## config.mk

```make
export PLATFORM = sky130hd
export DESIGN_NAME = accel_magnitude_and_jerk_unit
export DESIGN_NICKNAME = d
export VERILOG_FILES = /design/src/sv/ajm_pkg.sv /design/src/sv/ajm_sq_acc.sv /design/src/sv/ajm_isqrt.sv /design/src/sv/accel_magnitude_and_jerk_unit.sv
export SDC_FILE = /design/constraint.sdc
export NUM_CORES = 1
export LEC_CHECK = 0
export ABC_AREA = 1
export BUFFER_PORTS_ARGS = -buffer_cell sky130_fd_sc_hd__buf_2
export CAP_MARGIN = 10
export CORE_ASPECT_RATIO = 1.1
export CORE_MARGIN = 2
export CORE_UTILIZATION = 45
export CTS_CLUSTER_DIAMETER = 200
export DETAILED_ROUTE_END_ITERATION = 16
export SETUP_SLACK_MARGIN = 0.15
export SKIP_CTS_REPAIR_TIMING = 1
export SLEW_MARGIN = 20
export SYNTH_ARGS = -nofsm -noshare
export SYNTH_HDL_FRONTEND = slang
export SYNTH_HIERARCHICAL = 1
export SYNTH_SLANG_ARGS = --single-unit
```

## constraint.sdc

```tcl
create_clock -name clk -period 9.25 [get_ports clk]
set_input_delay 0.4625 -clock clk [delete_from_list [all_inputs] [get_ports clk]]
set_output_delay 0.4625 -clock clk [all_outputs]
set_load 0.01 [all_outputs]
```

## src/sv/ajm_pkg.sv

```systemverilog
// ----------------------------------------------------------------------------
// ajm_pkg: shared constants and types for the accel magnitude and jerk unit
// sample widths, derived datapath widths, sequencer states and unit status
// ----------------------------------------------------------------------------
package ajm_pkg;

	// width of one axis sample, two's complement
	localparam int SAMPLE_BITS = 16;
	// one g in counts at +/-2 g full scale
	localparam int ONE_G_SHIFT = SAMPLE_BITS - 2;

	// absolute axis value or absolute axis difference
	localparam int OPND_W = SAMPLE_BITS + 1;
	// square of an operand and the sum of three of them
	localparam int SUM_W  = 2 * OPND_W;
	// root of a SUM_W radicand
	localparam int ROOT_W = SUM_W / 2;
	localparam int JERK_W = SAMPLE_BITS + 1;

	// three magnitude terms then three jerk terms
	localparam int NUM_AXES  = 3;
	localparam int NUM_TERMS = 2 * NUM_AXES;
	localparam int IDX_W     = $clog2(NUM_TERMS);
	localparam int CNT_W     = $clog2(ROOT_W);

	// stream payload widths, whole bytes
	localparam int IN_W      = NUM_AXES * SAMPLE_BITS;
	localparam int IN_TD_W   = ((IN_W + 7) / 8) * 8;
	localparam int OUT_W     = 4 * SAMPLE_BITS + JERK_W;
	localparam int OUT_TD_W  = ((OUT_W + 7) / 8) * 8;

	typedef logic signed [SAMPLE_BITS-1:0] sample_t;
	typedef logic [OPND_W-1:0]             opnd_t;
	typedef logic [SUM_W-1:0]              sum_t;
	typedef logic [ROOT_W-1:0]             root_t;

	localparam sample_t ONE_G = sample_t'(64'd1 << ONE_G_SHIFT);

	typedef enum logic [2:0] {
		ST_IDLE,
		ST_SQUARE,
		ST_ROOT_MAG,
		ST_ROOT_JERK,
		ST_OUT
	} ajm_state_t;

	// status of the square and accumulate unit
	typedef struct packed {
		logic done;
		sum_t sum_mag;
		sum_t sum_jerk;
	} sq_res_t;

	// status of the square root unit
	typedef struct packed {
		logic  done;
		root_t root;
	} rt_res_t;

endpackage

```

## src/sv/ajm_sq_acc.sv

```systemverilog
// ----------------------------------------------------------------------------
// ajm_sq_acc: shared squarer with two accumulators
// one multiplier squares the three axes then the three axis differences,
// one term per cycle, into the magnitude and jerk sums
// ----------------------------------------------------------------------------
module ajm_sq_acc import ajm_pkg::*; (
	input  logic    clk,
	input  logic    arst_n,
	input  logic    start,
	input  sample_t cur_x,
	input  sample_t cur_y,
	input  sample_t cur_z,
	input  sample_t prev_x,
	input  sample_t prev_y,
	input  sample_t prev_z,
	output sq_res_t res
);

	logic             run_q;
	logic [IDX_W-1:0] idx_q;
	logic             v_s1, j_s1, last_s1;
	logic             v_s2, j_s2, last_s2;
	opnd_t            op_s1;
	sum_t             prod_s2;
	sum_t             acc_mag_q, acc_jerk_q;
	logic             done_q;

	logic signed [OPND_W-1:0] a_sel, b_sel, diff;
	opnd_t                    op_abs;

	// operand select: axis minus zero, or axis minus kept sample
	always_comb begin
		a_sel = OPND_W'(cur_x);
		b_sel = '0;
		unique case (idx_q)
			IDX_W'(0): a_sel = OPND_W'(cur_x);
			IDX_W'(1): a_sel = OPND_W'(cur_y);
			IDX_W'(2): a_sel = OPND_W'(cur_z);
			IDX_W'(3): begin
				a_sel = OPND_W'(cur_x);
				b_sel = OPND_W'(prev_x);
			end
			IDX_W'(4): begin
				a_sel = OPND_W'(cur_y);
				b_sel = OPND_W'(prev_y);
			end
			IDX_W'(5): begin
				a_sel = OPND_W'(cur_z);
				b_sel = OPND_W'(prev_z);
			end
			default: begin
				a_sel = '0;
				b_sel = '0;
			end
		endcase
		diff   = a_sel - b_sel;
		op_abs = diff[OPND_W-1] ? opnd_t'(-diff) : opnd_t'(diff);
	end

	// issue counter
	always_ff @(posedge clk or negedge arst_n) begin
		if (!arst_n) begin
			run_q <= 1'b0;
			idx_q <= '0;
		end else if (start) begin
			run_q <= 1'b1;
			idx_q <= '0;
		end else if (run_q) begin
			if (idx_q == IDX_W'(NUM_TERMS - 1)) begin
				run_q <= 1'b0;
			end
			idx_q <= idx_q + IDX_W'(1);
		end
	end

	// operand, product, accumulate
	always_ff @(posedge clk or negedge arst_n) begin
		if (!arst_n) begin
			v_s1   <= 1'b0;
			v_s2   <= 1'b0;
			done_q <= 1'b0;
		end else begin
			v_s1   <= run_q;
			v_s2   <= v_s1;
			done_q <= v_s2 && last_s2;
		end
	end

	always_ff @(posedge clk) begin
		op_s1   <= op_abs;
		j_s1    <= idx_q >= IDX_W'(NUM_AXES);
		last_s1 <= idx_q == IDX_W'(NUM_TERMS - 1);
		prod_s2 <= op_s1 * op_s1;
		j_s2    <= j_s1;
		last_s2 <= last_s1;
		if (start) begin
			acc_mag_q  <= '0;
			acc_jerk_q <= '0;
		end else if (v_s2) begin
			if (j_s2) begin
				acc_jerk_q <= acc_jerk_q + prod_s2;
			end else begin
				acc_mag_q <= acc_mag_q + prod_s2;
			end
		end
	end

	assign res.done     = done_q;
	assign res.sum_mag  = acc_mag_q;
	assign res.sum_jerk = acc_jerk_q;

endmodule

```

## src/sv/ajm_isqrt.sv

```systemverilog
// ----------------------------------------------------------------------------
// ajm_isqrt: iterative integer square root
// one root bit per cycle, floor result, done pulses once the root is final
// ----------------------------------------------------------------------------
module ajm_isqrt import ajm_pkg::*; (
	input  logic    clk,
	input  logic    arst_n,
	input  logic    start,
	input  sum_t    radicand,
	output rt_res_t res
);

	logic             busy_q, done_q;
	logic [CNT_W-1:0] cnt_q;
	sum_t             rad_q;
	logic [ROOT_W+1:0] rem_q;
	root_t            root_q;

	logic [ROOT_W+1:0] rem_sh, trial;
	logic              take;

	// one compare and subtract step
	always_comb begin
		rem_sh = {rem_q[ROOT_W-1:0], rad_q[SUM_W-1 -: 2]};
		trial  = {root_q, 2'b01};
		take   = rem_sh >= trial;
	end

	always_ff @(posedge clk or negedge arst_n) begin
		if (!arst_n) begin
			busy_q <= 1'b0;
			done_q <= 1'b0;
			cnt_q  <= '0;
		end else begin
			done_q <= 1'b0;
			if (start) begin
				busy_q <= 1'b1;
				cnt_q  <= '0;
			end else if (busy_q) begin
				cnt_q <= cnt_q + CNT_W'(1);
				if (cnt_q == CNT_W'(ROOT_W - 1)) begin
					busy_q <= 1'b0;
					done_q <= 1'b1;
				end
			end
		end
	end

	always_ff @(posedge clk) begin
		if (start) begin
			rad_q  <= radicand;
			rem_q  <= '0;
			root_q <= '0;
		end else if (busy_q) begin
			rad_q  <= {rad_q[SUM_W-3:0], 2'b00};
			rem_q  <= take ? rem_sh - trial : rem_sh;
			root_q <= {root_q[ROOT_W-2:0], take};
		end
	end

	assign res.done = done_q;
	assign res.root = root_q;

endmodule

```

## src/sv/accel_magnitude_and_jerk_unit.sv

```systemverilog
// ----------------------------------------------------------------------------
// accel_magnitude_and_jerk_unit: accelerometer magnitude and jerk
// per sample: axes, floor sqrt of sum of squares, floor sqrt of squared
// differences from the kept previous sample, idle and fault results
// ----------------------------------------------------------------------------
//
//  channel  | handshake          | payload
//  ---------+--------------------+---------------------------------------------
//  cfg      | cfg_wr_en          | cfg_wr_data: sensor_present
//  s (in)   | s_tvalid/s_tready  | s_tuser: read_ok; s_tdata: raw_x, y, z
//  m (out)  | m_tvalid/m_tready  | m_tuser: sample_valid; m_tdata: axes, mag, jerk
//
//  - a valid sample goes from acceptance to m_tvalid through the shared
//    squarer (6 terms, 2 pipeline stages, done flag), then two passes
//    through the one bit-per-cycle root unit (start plus 17 root bits)
//  - sensor absent or read failure: result shows in the cycle after acceptance
//  - one item in flight; s_tready is low from acceptance until m_tvalid
//    is taken, and the result holds while m_tready is low
//  - asynchronous reset clears the sequencer, sensor_present and the kept
//    sample (x = y = 0, z = one g)
//
module accel_magnitude_and_jerk_unit import ajm_pkg::*; (
	input  logic                clk,
	input  logic                arst_n,
	// sensor_present register
	input  logic                cfg_wr_en,
	input  logic [0:0]          cfg_wr_data,     // [0] sensor_present
	// input items
	input  logic                s_tvalid,
	output logic                s_tready,
	input  logic [IN_TD_W-1:0]  s_tdata,         // raw_x, raw_y, raw_z
	input  logic [0:0]          s_tuser,         // [0] read_ok
	// result items
	output logic                m_tvalid,
	input  logic                m_tready,
	output logic [OUT_TD_W-1:0] m_tdata,         // accel_x, y, z, magnitude, jerk
	output logic [0:0]          m_tuser          // [0] sample_valid
);

	ajm_state_t state_q, state_d;
	logic       present_q;

	// captured sample and kept previous sample
	sample_t x_q, y_q, z_q;
	sample_t last_x_q, last_y_q, last_z_q;

	// result register
	logic                    ov_q;
	sample_t                 ox_q, oy_q, oz_q;
	logic [SAMPLE_BITS-1:0]  omag_q;
	logic [JERK_W-1:0]       ojerk_q;

	// sequencer controls
	logic    sq_start, rt_start;
	sum_t    rt_radicand;
	logic    ld_in, ld_idle, ld_fail, ld_mag, ld_done;
	sq_res_t sq;
	rt_res_t rt;

	ajm_sq_acc u_sq (
		.clk    (clk),
		.arst_n (arst_n),
		.start  (sq_start),
		.cur_x  (x_q),
		.cur_y  (y_q),
		.cur_z  (z_q),
		.prev_x (last_x_q),
		.prev_y (last_y_q),
		.prev_z (last_z_q),
		.res    (sq)
	);

	// one root unit, used for magnitude then for jerk
	ajm_isqrt u_rt (
		.clk      (clk),
		.arst_n   (arst_n),
		.start    (rt_start),
		.radicand (rt_radicand),
		.res      (rt)
	);

	always_ff @(posedge clk or negedge arst_n) begin
		if (!arst_n) begin
			state_q <= ST_IDLE;
		end else begin
			state_q <= state_d;
		end
	end

	// next state and sequencer strobes
	always_comb begin
		state_d     = state_q;
		s_tready    = 1'b0;
		m_tvalid    = 1'b0;
		sq_start    = 1'b0;
		rt_start    = 1'b0;
		rt_radicand = sq.sum_mag;
		ld_in       = 1'b0;
		ld_idle     = 1'b0;
		ld_fail     = 1'b0;
		ld_mag      = 1'b0;
		ld_done     = 1'b0;
		unique case (state_q)
			ST_IDLE: begin
				s_tready = 1'b1;
				if (s_tvalid) begin
					priority if (!present_q) begin
						// no sensor: idle result, kept sample untouched
						ld_idle = 1'b1;
						state_d = ST_OUT;
					end else if (!s_tuser[0]) begin
						// bus failure: all zero result
						ld_fail = 1'b1;
						state_d = ST_OUT;
					end else begin
						ld_in    = 1'b1;
						sq_start = 1'b1;
						state_d  = ST_SQUARE;
					end
				end
			end
			ST_SQUARE: begin
				if (sq.done) begin
					rt_start = 1'b1;
					state_d  = ST_ROOT_MAG;
				end
			end
			ST_ROOT_MAG: begin
				if (rt.done) begin
					// magnitude is final; reuse the root unit for jerk
					ld_mag      = 1'b1;
					rt_start    = 1'b1;
					rt_radicand = sq.sum_jerk;
					state_d     = ST_ROOT_JERK;
				end
			end
			ST_ROOT_JERK: begin
				if (rt.done) begin
					ld_done = 1'b1;
					state_d = ST_OUT;
				end
			end
			ST_OUT: begin
				m_tvalid = 1'b1;
				if (m_tready) begin
					state_d = ST_IDLE;
				end
			end
			default: begin
				state_d = ST_IDLE;
			end
		endcase
	end

	// configuration and kept sample
	always_ff @(posedge clk or negedge arst_n) begin
		if (!arst_n) begin
			present_q <= 1'b0;
			last_x_q  <= '0;
			last_y_q  <= '0;
			last_z_q  <= ONE_G;
		end else begin
			if (cfg_wr_en) begin
				present_q <= cfg_wr_data[0];
			end
			// only a valid sample replaces the kept one
			if (ld_done) begin
				last_x_q <= x_q;
				last_y_q <= y_q;
				last_z_q <= z_q;
			end
		end
	end

	// sample capture and result register
	always_ff @(posedge clk) begin
		if (ld_in) begin
			x_q <= s_tdata[0*SAMPLE_BITS +: SAMPLE_BITS];
			y_q <= s_tdata[1*SAMPLE_BITS +: SAMPLE_BITS];
			z_q <= s_tdata[2*SAMPLE_BITS +: SAMPLE_BITS];
		end
		if (ld_idle) begin
			ov_q    <= 1'b0;
			ox_q    <= '0;
			oy_q    <= '0;
			oz_q    <= ONE_G;
			omag_q  <= ONE_G;
			ojerk_q <= '0;
		end else if (ld_fail) begin
			ov_q    <= 1'b0;
			ox_q    <= '0;
			oy_q    <= '0;
			oz_q    <= '0;
			omag_q  <= '0;
			ojerk_q <= '0;
		end else if (ld_mag) begin
			omag_q <= rt.root[SAMPLE_BITS-1:0];
		end else if (ld_done) begin
			ov_q    <= 1'b1;
			ox_q    <= x_q;
			oy_q    <= y_q;
			oz_q    <= z_q;
			ojerk_q <= rt.root[JERK_W-1:0];
		end
	end

	// pack fields lowest first, zero filled to whole bytes
	assign m_tdata = {{(OUT_TD_W - OUT_W){1'b0}}, ojerk_q, omag_q, oz_q, oy_q, ox_q};
	assign m_tuser = ov_q;

endmodule
```

==> results of run 1 <==
routing by layer:
| layer | vias up | track usage, % | share of wire, % | wire (um) |
|---|---|---|---|---|
| met5 | - | 0 | 0 | 0 |
| met4 | 0 | 8.42 | 3.3 | 2670 |
| met3 | 151 | 2.24 | 3.7 | 2970 |
| met2 | 559 | 42.2 | 48 | 39000 |
| met1 | 11900 | 30.6 | 45 | 36000 |
| li1 | 12800 | - | - | - |
flip-flops by register name, indices dropped and copies added, names as in the netlist, 17 cells and up:
signal and flops:
ojerk_q 17, u_rt/rad_q 34, u_rt/rem_q 17, u_rt/root_q 17, u_sq/acc_jerk_q 34, u_sq/acc_mag_q 34, u_sq/op_s1 17, u_sq/prod_s2 33
cell usage after synthesis, types with 10 or more instances:
library cell and instances:
a21o_1 10, a21oi_1 252, a22o_1 11, buf_2 21, buf_4 20, buf_6 11, clkbuf_1 76, dfrtp_1 65
dfxtp_1 238, edfxtp_1 82, fa_1 191, ha_1 219, inv_1 652, inv_2 14, nand2_1 1240, nand2_2 21
nand3_1 222, nand3_2 15, nand3b_1 10, nand4_1 40, nor2_1 292, nor3_1 23, o211ai_1 13, o21a_1 11
o21ai_0 110, o21bai_1 14, o22ai_1 17, xnor2_1 23, xor2_1 59
critical path: stages (launching register included):
cell	delay [ns]
dfxtp_1	0.78
nand2_1	0.24
fa_1	0.59
inv_1	0.06
fa_1	0.45
fa_1	0.54
inv_1	0.06
fa_1	0.53
inv_1	0.05
fa_1	0.47
inv_1	0.05
fa_1	0.47
inv_1	0.04
ha_1	0.35
a21o_1	0.21
a21boi_0	0.24
nand2_1	0.11
nand2_1	0.07
nand3_1	0.11
nand2_1	0.09
nand3_1	0.08
xor2_1	0.14
through the flow:
step	setup WS [ns]	utilization, %
finish	3.37	49.3
global route	2.92	49.3
CTS	3.32	49.3
detailed placement	3.39	47.1
global placement	3.49	47.1
floorplan	3.85	-
path summary, 6_finish.rpt:
| path | start | end | depth (start not counted) | slack (ns) |
|---|---|---|---|---|
| min in group asynchronous | arst_n | last_x_q[4] | 2 | 0.06 |
| worst min-delay path | s_tdata[18] | y_q[2] | 1 | 0.03 |
| worst max register to register | u_sq/op_s1[4] | u_sq/prod_s2[31] | 21 | 3.37 |
| worst min register to register | u_sq/last_s1 | u_sq/last_s2 | 0 | 0.33 |
| max in group asynchronous | arst_n | u_rt/done_q | 2 | 8.51 |
| worst max-delay path | u_sq/op_s1[4] | u_sq/prod_s2[31] | 21 | 3.37 |
layout make-up:
| type | instances | area share, % |
|---|---|---|
| flip-flops and latches | 386 | 27.3 |
| inverters | 668 | 7.72 |
| clock buffers | 59 | 3.75 |
| clock inverters | 22 | 0.647 |
| well taps | 858 | 3.30 |
| multi-input cells | 2859 | 54.7 |
| repair buffers | 154 | 2.50 |
cells by family after synthesis:
| logic type | share of synthesized area [%] |
|---|---|
| XOR/XNOR | 2.46 |
| AND/OR/NAND/NOR | 26.4 |
| AO/OA/AOI/OAI | 8.53 |
| other | 0.0126 |
| flip-flops | 29.8 |
| adder cells (fa/ha/maj) | 22.0 |
| buffers and inverters | 10.8 |
==> out/results.ini, run 1 <==
[sta]
post-route-min-period_ns = 5.88
rsz0062_at_grt = no
final.setup.tns_ns = 0
tightestPinTransition_ns = 1.03
fin_worst_hold_slack_ns = 0.0292
hold_viol = 0
fmax_mhz = 170
clock_skew_ns = 0.0582
finalSetupViolCount = 0
report.final.slew_viol_count = 0
slew_headroom_pct = 31.5
period_share_pct = 63.6

[cts]
cts_buffers = 44
cts_buffer_depth = 3
clock_latency_ns = 0.60
path_clk_slew_ns = 0.06
ctsRootBufferMaster = clkbuf_16
cts_htree_levels = 2
cts_tree = built
clkSinkCount = 386

[worst_setup_path]
cp.required_ns = 9.68
crit_arrival_ns = 6.31
critPathLaunchType = flop
cp_max_fo = 17
crit_type = reg2reg
cp-end-kind = flop

[die]
rows = 99
initial_core_util_pct = 45.3
die_y_um = 274
die_x_um = 249
dieArea_sq_um = 68400
ios = 146
core_sq_um = 65900

[cells_and_area]
multi_input_area_sq_um = 17800
fin_cells = 5006
design_area_sq_um = 32500
diodes = 0
nNetsFinal = 4578
fillers = 6732
final_cell_mix = nand2_1 (1,238), inv_1 (652), nor2_1 (291)
layout-drive-gt1-share_pct = 7.28
regArea_sq_um = 8880
final_common_cell = nand2_1
area_delta_synth_final_pct = 8.90

[yosys]
synth_flop_cell = dfxtp_1
syn_inst = 4043
yosysTopAreaCell = dfxtp_1
synth_edf_count = 82
synth_top_area_share_pct = 16.0
yosysWarnings = 6
yosysSeqAreaShare_pct = 29.8
yosys-top-cells-area = dfxtp_1 (16%), nand2_1 (16%), fa_1 (13%)
ys_ff_latch = 386
yosysUniqueCellTypes = 54
syn_area_per_cell_sq_um = 7.38
synthArstFlopShare_pct = 17.1
synthesis.area_sq_um = 29800

[worst_hold_path]
hold_path_class = in2reg

[global_routing]
track_usage_pct = 23.9
grt_start_max_net_pins = 97
antenna_found_initial = 0
grt_pass1_vias = 25500
grt_first_pass_wirelength_um = 132000
overflow = 0

[placed_design]
dpl_cell_area_sq_um = 31100
gp_congestion = 0.913
dp.cells = 4925
io_buffer_count = 138
hpwlAfterDp_um = 62300

[outcome]
status = complete, no violations

[detailed_routing]
drc = 0
ant_nets = 0
wl_um = 80600
dr.pass1.iters = 7
vias = 25400
wl_per_cell_um = 16.1
vias_per_cell = 5.07
drt_iter0_markers = 1809

[run]
drv_cap = 0

Power of run 1 is left out: the tool's default activity adds up to more than one toggle a clock period on the data nets, which glitch-free logic cannot reach.
==> run 2: changes to the inputs <==
- clock period: 9.25 -> 6 ns (I/O delays scaled with it)
==> out/results.ini, run 2 (synthesis gave the netlist of run 1 again) <==
[sta]
post-route-min-period_ns = 5.56  ; -0.317 ns
final.setup.tns_ns = 0  ; unchanged
clock_skew_ns = 0.0358  ; -0.0224 ns
period_share_pct = 92.7  ; +29 points
hold_viol = 0  ; unchanged
report.final.slew_viol_count = 0  ; unchanged
tightestPinTransition_ns = 1.09  ; +0.0658 ns
slew_headroom_pct = 27.1  ; -4.4 points
finalSetupViolCount = 0  ; unchanged
fin_ws_ns = 0.436  ; -2.93 ns
fmax_mhz = 180  ; +5.7%
rsz0062_at_grt = yes

[die]
initial_core_util_pct = 45.3  ; unchanged
die_y_um = 274  ; unchanged
die_x_um = 249  ; unchanged
core_sq_um = 65900  ; unchanged
ios = 146  ; unchanged
dieArea_sq_um = 68400  ; unchanged
rows = 99  ; unchanged

[cells_and_area]
layout-drive-gt1-share_pct = 7.95  ; +0.67 points
nNetsFinal = 4646  ; +1.5%
fin_cells = 5073  ; +1.3%
area_delta_synth_final_pct = 11.6
diodes = 0  ; unchanged
final_common_cell = nand2_1
reg_top3 = u_rt/rad_q (34), u_sq/acc_jerk_q (34), u_sq/acc_mag_q (34)
fillers = 6551  ; -2.7%
multi_input_area_sq_um = 17800  ; about the same
final_cell_mix = nand2_1 (1,238), inv_1 (652), nor2_1 (291)
regArea_sq_um = 8890  ; about the same

[worst_setup_path]
critPathLaunch = u_sq/op_s1[2]
regToRegSetupSlack_ns = 0.44  ; -2.93 ns
r2r-end = u_sq/prod_s2[31]
r2r_start = u_sq/op_s1[2]
crit_type = reg2reg
critPathLaunchType = flop
endpoint = u_sq/prod_s2[31]
cp_max_fo = 9  ; -8
crit_arrival_ns = 6.02  ; -0.29 ns
reg2regPathDepth = 20  ; -4.8%
cp.required_ns = 6.46  ; -3.22 ns
cp-end-kind = flop

[cts]
path_clk_slew_ns = 0.07  ; about the same
ctsRootBufferMaster = clkbuf_16
cts_tree = built
cts_buffer_depth = 3  ; unchanged
cts_htree_levels = 2  ; unchanged
clkSinkCount = 386  ; unchanged
cts_buffers = 42  ; -4.5%
clock_latency_ns = 0.59  ; about the same

[detailed_routing]
vias = 25600  ; +0.72%
wl_um = 80200  ; -0.39%
vias_per_cell = 5.04  ; -0.61%
dr.pass1.iters = 5  ; -2
drc = 0  ; unchanged
drt_iter0_markers = 1856  ; +2.6%
wl_per_cell_um = 15.8  ; -1.7%
ant_nets = 0  ; unchanged

[global_routing]
track_usage_pct = 23.4  ; -0.52 points
grt_start_max_net_pins = 85  ; -12%
overflow = 0  ; unchanged
grt_pass1_vias = 25200  ; -1.1%
antenna_found_initial = 0  ; unchanged
grt_first_pass_wirelength_um = 130000  ; -1.9%

[run]
drv_cap = 0  ; unchanged

[placed_design]
gp_congestion = 0.939  ; +2.8%
dp.cells = 4943  ; +0.37%
io_buffer_count = 138  ; unchanged
hpwlAfterDp_um = 61600  ; -1.1%
pre_cts_ws_ns = 0.366  ; -3.02 ns

[worst_hold_path]
hold_path_class = in2reg

[outcome]
status = complete, no violations

-- run 2: cell types whose count changed in the layout (fill, tap and decap cells not counted), sizes merged --
cell	change
dlygate4sd3	+51
buf	+19
clkinv	-6
bufinv	+1
clkbuf	+1
clkinvlp	+1
-- run 2: routing by layer --
| layer | up-vias | global-route usage [%] | part of all wire, % |
|---|---|---|---|
| met2 | 540 | 40.6 | 47 |
| met5 | - | 0 | 0 |
| met4 | 0 | 7.39 | 2.9 |
| met1 | 11900 | 30.9 | 46 |
| li1 | 12900 | - | - |
| met3 | 139 | 2.02 | 3.6 |
-- run 2: critical path, cell delays in order, from the launching register on --
cell and delay (ns):
dfxtp_1 0.60, nand2_1 0.20, fa_1 0.52, inv_1 0.06, fa_1 0.51, fa_1 0.52
inv_1 0.05, fa_1 0.55, fa_1 0.43, fa_1 0.49, inv_1 0.04, ha_1 0.34
nand2_1 0.18, inv_1 0.05, a21boi_0 0.26, nand2_1 0.11, nand2_1 0.07, nand3_1 0.13
nand2_1 0.09, nand3_1 0.07, xor2_1 0.15
-- run 2: final cells by class --
cell class,instances,area share (%)
repair buffers,224,4.46
multi-input cells,2859,53.4
inverters,668,7.53
flip-flops and latches,386,26.7
well taps,858,3.22
clock buffers,60,3.95
clock inverters,18,0.725
-- run 2: per-stage QoR --
step                hold WS (ns)  instance area [sq um]  util (%)
finish                    0.0127                  33300      50.5
global route              0.0171                  33300      50.5
CTS                       -0.152                  32700      49.7
detailed placement         0.313                  31200      47.3
global placement           0.310                  31200      47.3
floorplan                0.00441                  29800         -
-- run 2: how the worst min path moves through the flow --
stage / startpoint / slack, ns / end / depth (start not counted)
5_1_grt: m_tready / 0.02 / state_q[2] / 4
2_1_floorplan: arst_n / 0.004 / last_x_q[0] / 0
3_3_place_gp: u_sq/last_s1 / 0.31 / u_sq/last_s2 / 0
6_report: m_tready / 0.01 / state_q[2] / 4
3_5_place_dp: u_sq/j_s1 / 0.31 / u_sq/j_s2 / 0
4_1_cts: s_tdata[47] / -0.15 / z_q[15] / 1
Power of run 2 is left out for the same reason.
==> run 3: changes to the inputs <==
- ABC_AREA: 1 -> default
- PLACE_DENSITY_LB_ADDON: default -> 0.15
- SLEW_MARGIN: 20 -> default
==> out/results.ini, run 3 <==
[worst_setup_path]
regToRegSetupSlack_ns = -0.01  ; -0.45 ns
path_cells = buf_6 -> nand2_4 -> fa_1 -> inv_2 -> fa_1 -> ha_2 -> fa_1 -> fa_1 -> inv_1 -> fa_1 -> inv_2 -> ha_4 -> a2111oi_4 -> o21ai_2 -> a2111oi_4 -> buf_4 -> nor3_2 -> o41ai_2 -> buf_4 -> o31ai_1 -> a21oi_1 -> o21bai_1 -> a21oi_2 -> xnor2_1
cp_max_fo = 7  ; -2
path_buf_inv = 6  ; +2
critPathLaunchType = flop
cp.required_ns = 6.51  ; +0.05 ns
crit_path_frequent_cell = fa_1
critPathMaxStageDelay_ns = 0.56  ; -0.04 ns
crit_type = reg2reg
crit_family = adder cells
r2r-end = u_sq/prod_s2[33]
r2r_start = u_sq/op_s1[2]
cp-end-kind = flop
reg2regPathDepth = 24  ; +20%
slowest_stage = fa_1
crit_arrival_ns = 6.52  ; +0.50 ns

[cts]
cts_tree = built
ctsRootBufferMaster = clkbuf_16
cts_htree_levels = 2  ; unchanged
clkSinkCount = 386  ; unchanged
path_clk_slew_ns = 0.06  ; about the same
clock_latency_ns = 0.58  ; about the same
cts_buffers = 43  ; +2.4%
cts_buffer_depth = 3  ; unchanged

[cells_and_area]
reg_top3 = u_rt/rad_q (34), u_sq/acc_jerk_q (34), u_sq/acc_mag_q (34)
regArea_sq_um = 8920  ; +0.35%
multi_input_area_sq_um = 16700  ; -6.2%
fillers = 5554  ; -15%
nNetsFinal = 3716  ; -20%
final_cell_mix = nand2_1 (595), inv_1 (331), a21oi_1 (227)
layout-drive-gt1-share_pct = 15.4  ; +7.5 points
final_common_cell = nand2_1
area_delta_synth_final_pct = 16.9

[sta]
hold_viol = 0  ; unchanged
fin_worst_hold_slack_ns = 0.0562  ; +0.0435 ns
fmax_mhz = 166  ; -7.5%
clock_skew_ns = 0.0155  ; -0.0203 ns
fin_ws_ns = -0.0119  ; -0.448 ns
post-route-min-period_ns = 6.01  ; +0.448 ns
report.final.slew_viol_count = 0  ; unchanged
finalSetupViolCount = 1  ; +1
rsz0062_at_grt = yes
slew_headroom_pct = 30.6  ; +3.5 points
tightestPinTransition_ns = 1.04  ; -0.0534 ns
period_share_pct = 100  ; +7.5 points

[worst_hold_path]
hold_path_class = in2reg
holdPathStages = 3  ; -1
min_to = state_q[2]
min_from = m_tready

[detailed_routing]
wl_per_cell_um = 16.9  ; +6.8%
drc = 0  ; unchanged
ant_nets = 0  ; unchanged
wl_um = 68500  ; -15%
vias_per_cell = 5.34  ; +5.9%
vias = 21600  ; -15%
drt_iter0_markers = 1303  ; -30%
dr.pass1.iters = 9  ; +4

[global_routing]
grt.busiest_layer = met2
grt_pass1_vias = 21300  ; -16%
grt_use_met2_pct = 38.7  ; -1.9 points
grt_first_pass_wirelength_um = 110000  ; -15%
grt_use_met1_pct = 27.5  ; -3.5 points
track_usage_pct = 21.7  ; -1.6 points
grt_start_max_net_pins = 96  ; +13%
grt_use_met3_pct = 2.74  ; +0.72 points
antenna_found_initial = 0  ; unchanged
overflow = 0  ; unchanged

[yosys]
yosysTopAreaCell = dfxtp_1
synth_top_area_share_pct = 17.6  ; +1.6 points
synth_flop_cell = dfxtp_1
yosysUniqueCellTypes = 96  ; +78%
ys_top_cells_by_count = nand2_1 (601), inv_1 (338), a21oi_1 (238), dfxtp_1 (238), ha_1 (219)
synth.most_common_cell = nand2_1
yosys-top-cells-area = dfxtp_1 (18%), fa_1 (14%), ha_1 (10%)
yosysSeqAreaShare_pct = 32.7  ; +2.9 points
syn_area_per_cell_sq_um = 9.08  ; +23%
synth_edf_count = 82  ; unchanged
synthArstFlopShare_pct = 17.1  ; unchanged
yosysWarnings = 6  ; unchanged
synthesis.area_sq_um = 27100  ; -9.0%
syn_inst = 2989  ; -26%
ys_ff_latch = 386  ; unchanged

[placed_design]
gp_congestion = 0.903  ; -3.8%
io_buffer_count = 138  ; unchanged
hpwlAfterDp_um = 52000  ; -16%

[die]
initial_core_util_pct = 45.4  ; +0.16 points
dieArea_sq_um = 62300  ; -8.9%
die_y_um = 262  ; -4.5%
core_sq_um = 59700  ; -9.3%
ios = 146  ; unchanged
die_x_um = 238  ; -4.5%
rows = 94  ; -5.1%

[outcome]
status = finished, violations left
violations = negative setup slack

[run]
drv_cap = 0  ; unchanged

-- run 3: cell types whose count changed after synthesis, moves of 49 or more --
cell     previous run  this run
nand2_1          1240       601
and2_1              7        56
xnor2_1            23        98
nand3_1           222        43
inv_1             652       338
nor2_1            292       117
-- run 3: per-layer routing --
layer	routed length, um	part of all wire [%]
met3	2750	4.0
met2	34300	50
met5	0	0
met1	29100	43
met4	2260	3.3
-- run 3: cells by family after synthesis --
family	count (synthesis)	share of synthesized area, %
and+or+nand+nor	946	15.2
DFF	386	32.7
xor gates and xnor gates	134	4.32
buffers and inverters	471	7.07
adders and majority gates	410	24.2
AOI/OAI and AO/OA	571	13.7
muxes	70	2.76
other	1	0.0138
-- run 3: final cells by class --
cell class,count,area share [%]
Tap cell,768,3.03
Antenna cell,2,0.0158
Sequential cell,386,28.1
Clock inverter,23,0.974
Inverter,338,4.00
Clock buffer,56,3.67
Multi-Input combinational cell,2138,52.6
Timing Repair Buffer,344,7.62
-- run 3: how the worst max path moves through the flow --
stage / startpoint / endpoint / slack, ns / depth (start not counted)
3_3_place_gp: u_sq/op_s1[7] / u_sq/prod_s2[33] / -0.22 / 26
4_1_cts: u_sq/op_s1[3] / u_sq/prod_s2[33] / -0.33 / 24
2_1_floorplan: u_sq/op_s1[14] / u_sq/prod_s2[33] / 0.17 / 23
3_5_place_dp: u_sq/op_s1[3] / u_sq/prod_s2[33] / -0.27 / 24
5_1_grt: u_sq/op_s1[2] / u_sq/prod_s2[33] / -0.20 / 24
6_report: u_sq/op_s1[2] / u_sq/prod_s2[33] / -0.01 / 24
-- run 3: worst min-delay path, delay by kind of cell --
| family | cells | cell delay (ns) |
|---|---|---|
| compound gates | 1 | 0.15 |
| buf+inv | 1 | 0.09 |
| simple gates | 1 | 0.05 |
-- run 3: stage by stage --
step           area [sq um]  setup TNS, ns  utilization, %  setup slack [ns]  instances
6_report              31700        -0.0119            53.1           -0.0119       4055
5_1_grt               31700         -0.401            53.1            -0.202       4053
4_1_cts               30800         -0.927            51.6            -0.328       3994
3_5_place_dp          29400         -0.646            49.1            -0.272       3915
3_3_place_gp          29400         -0.353            49.1            -0.219       3915
2_1_floorplan         27200              0               -             0.169       2995
Power of run 3 is left out for the same reason.
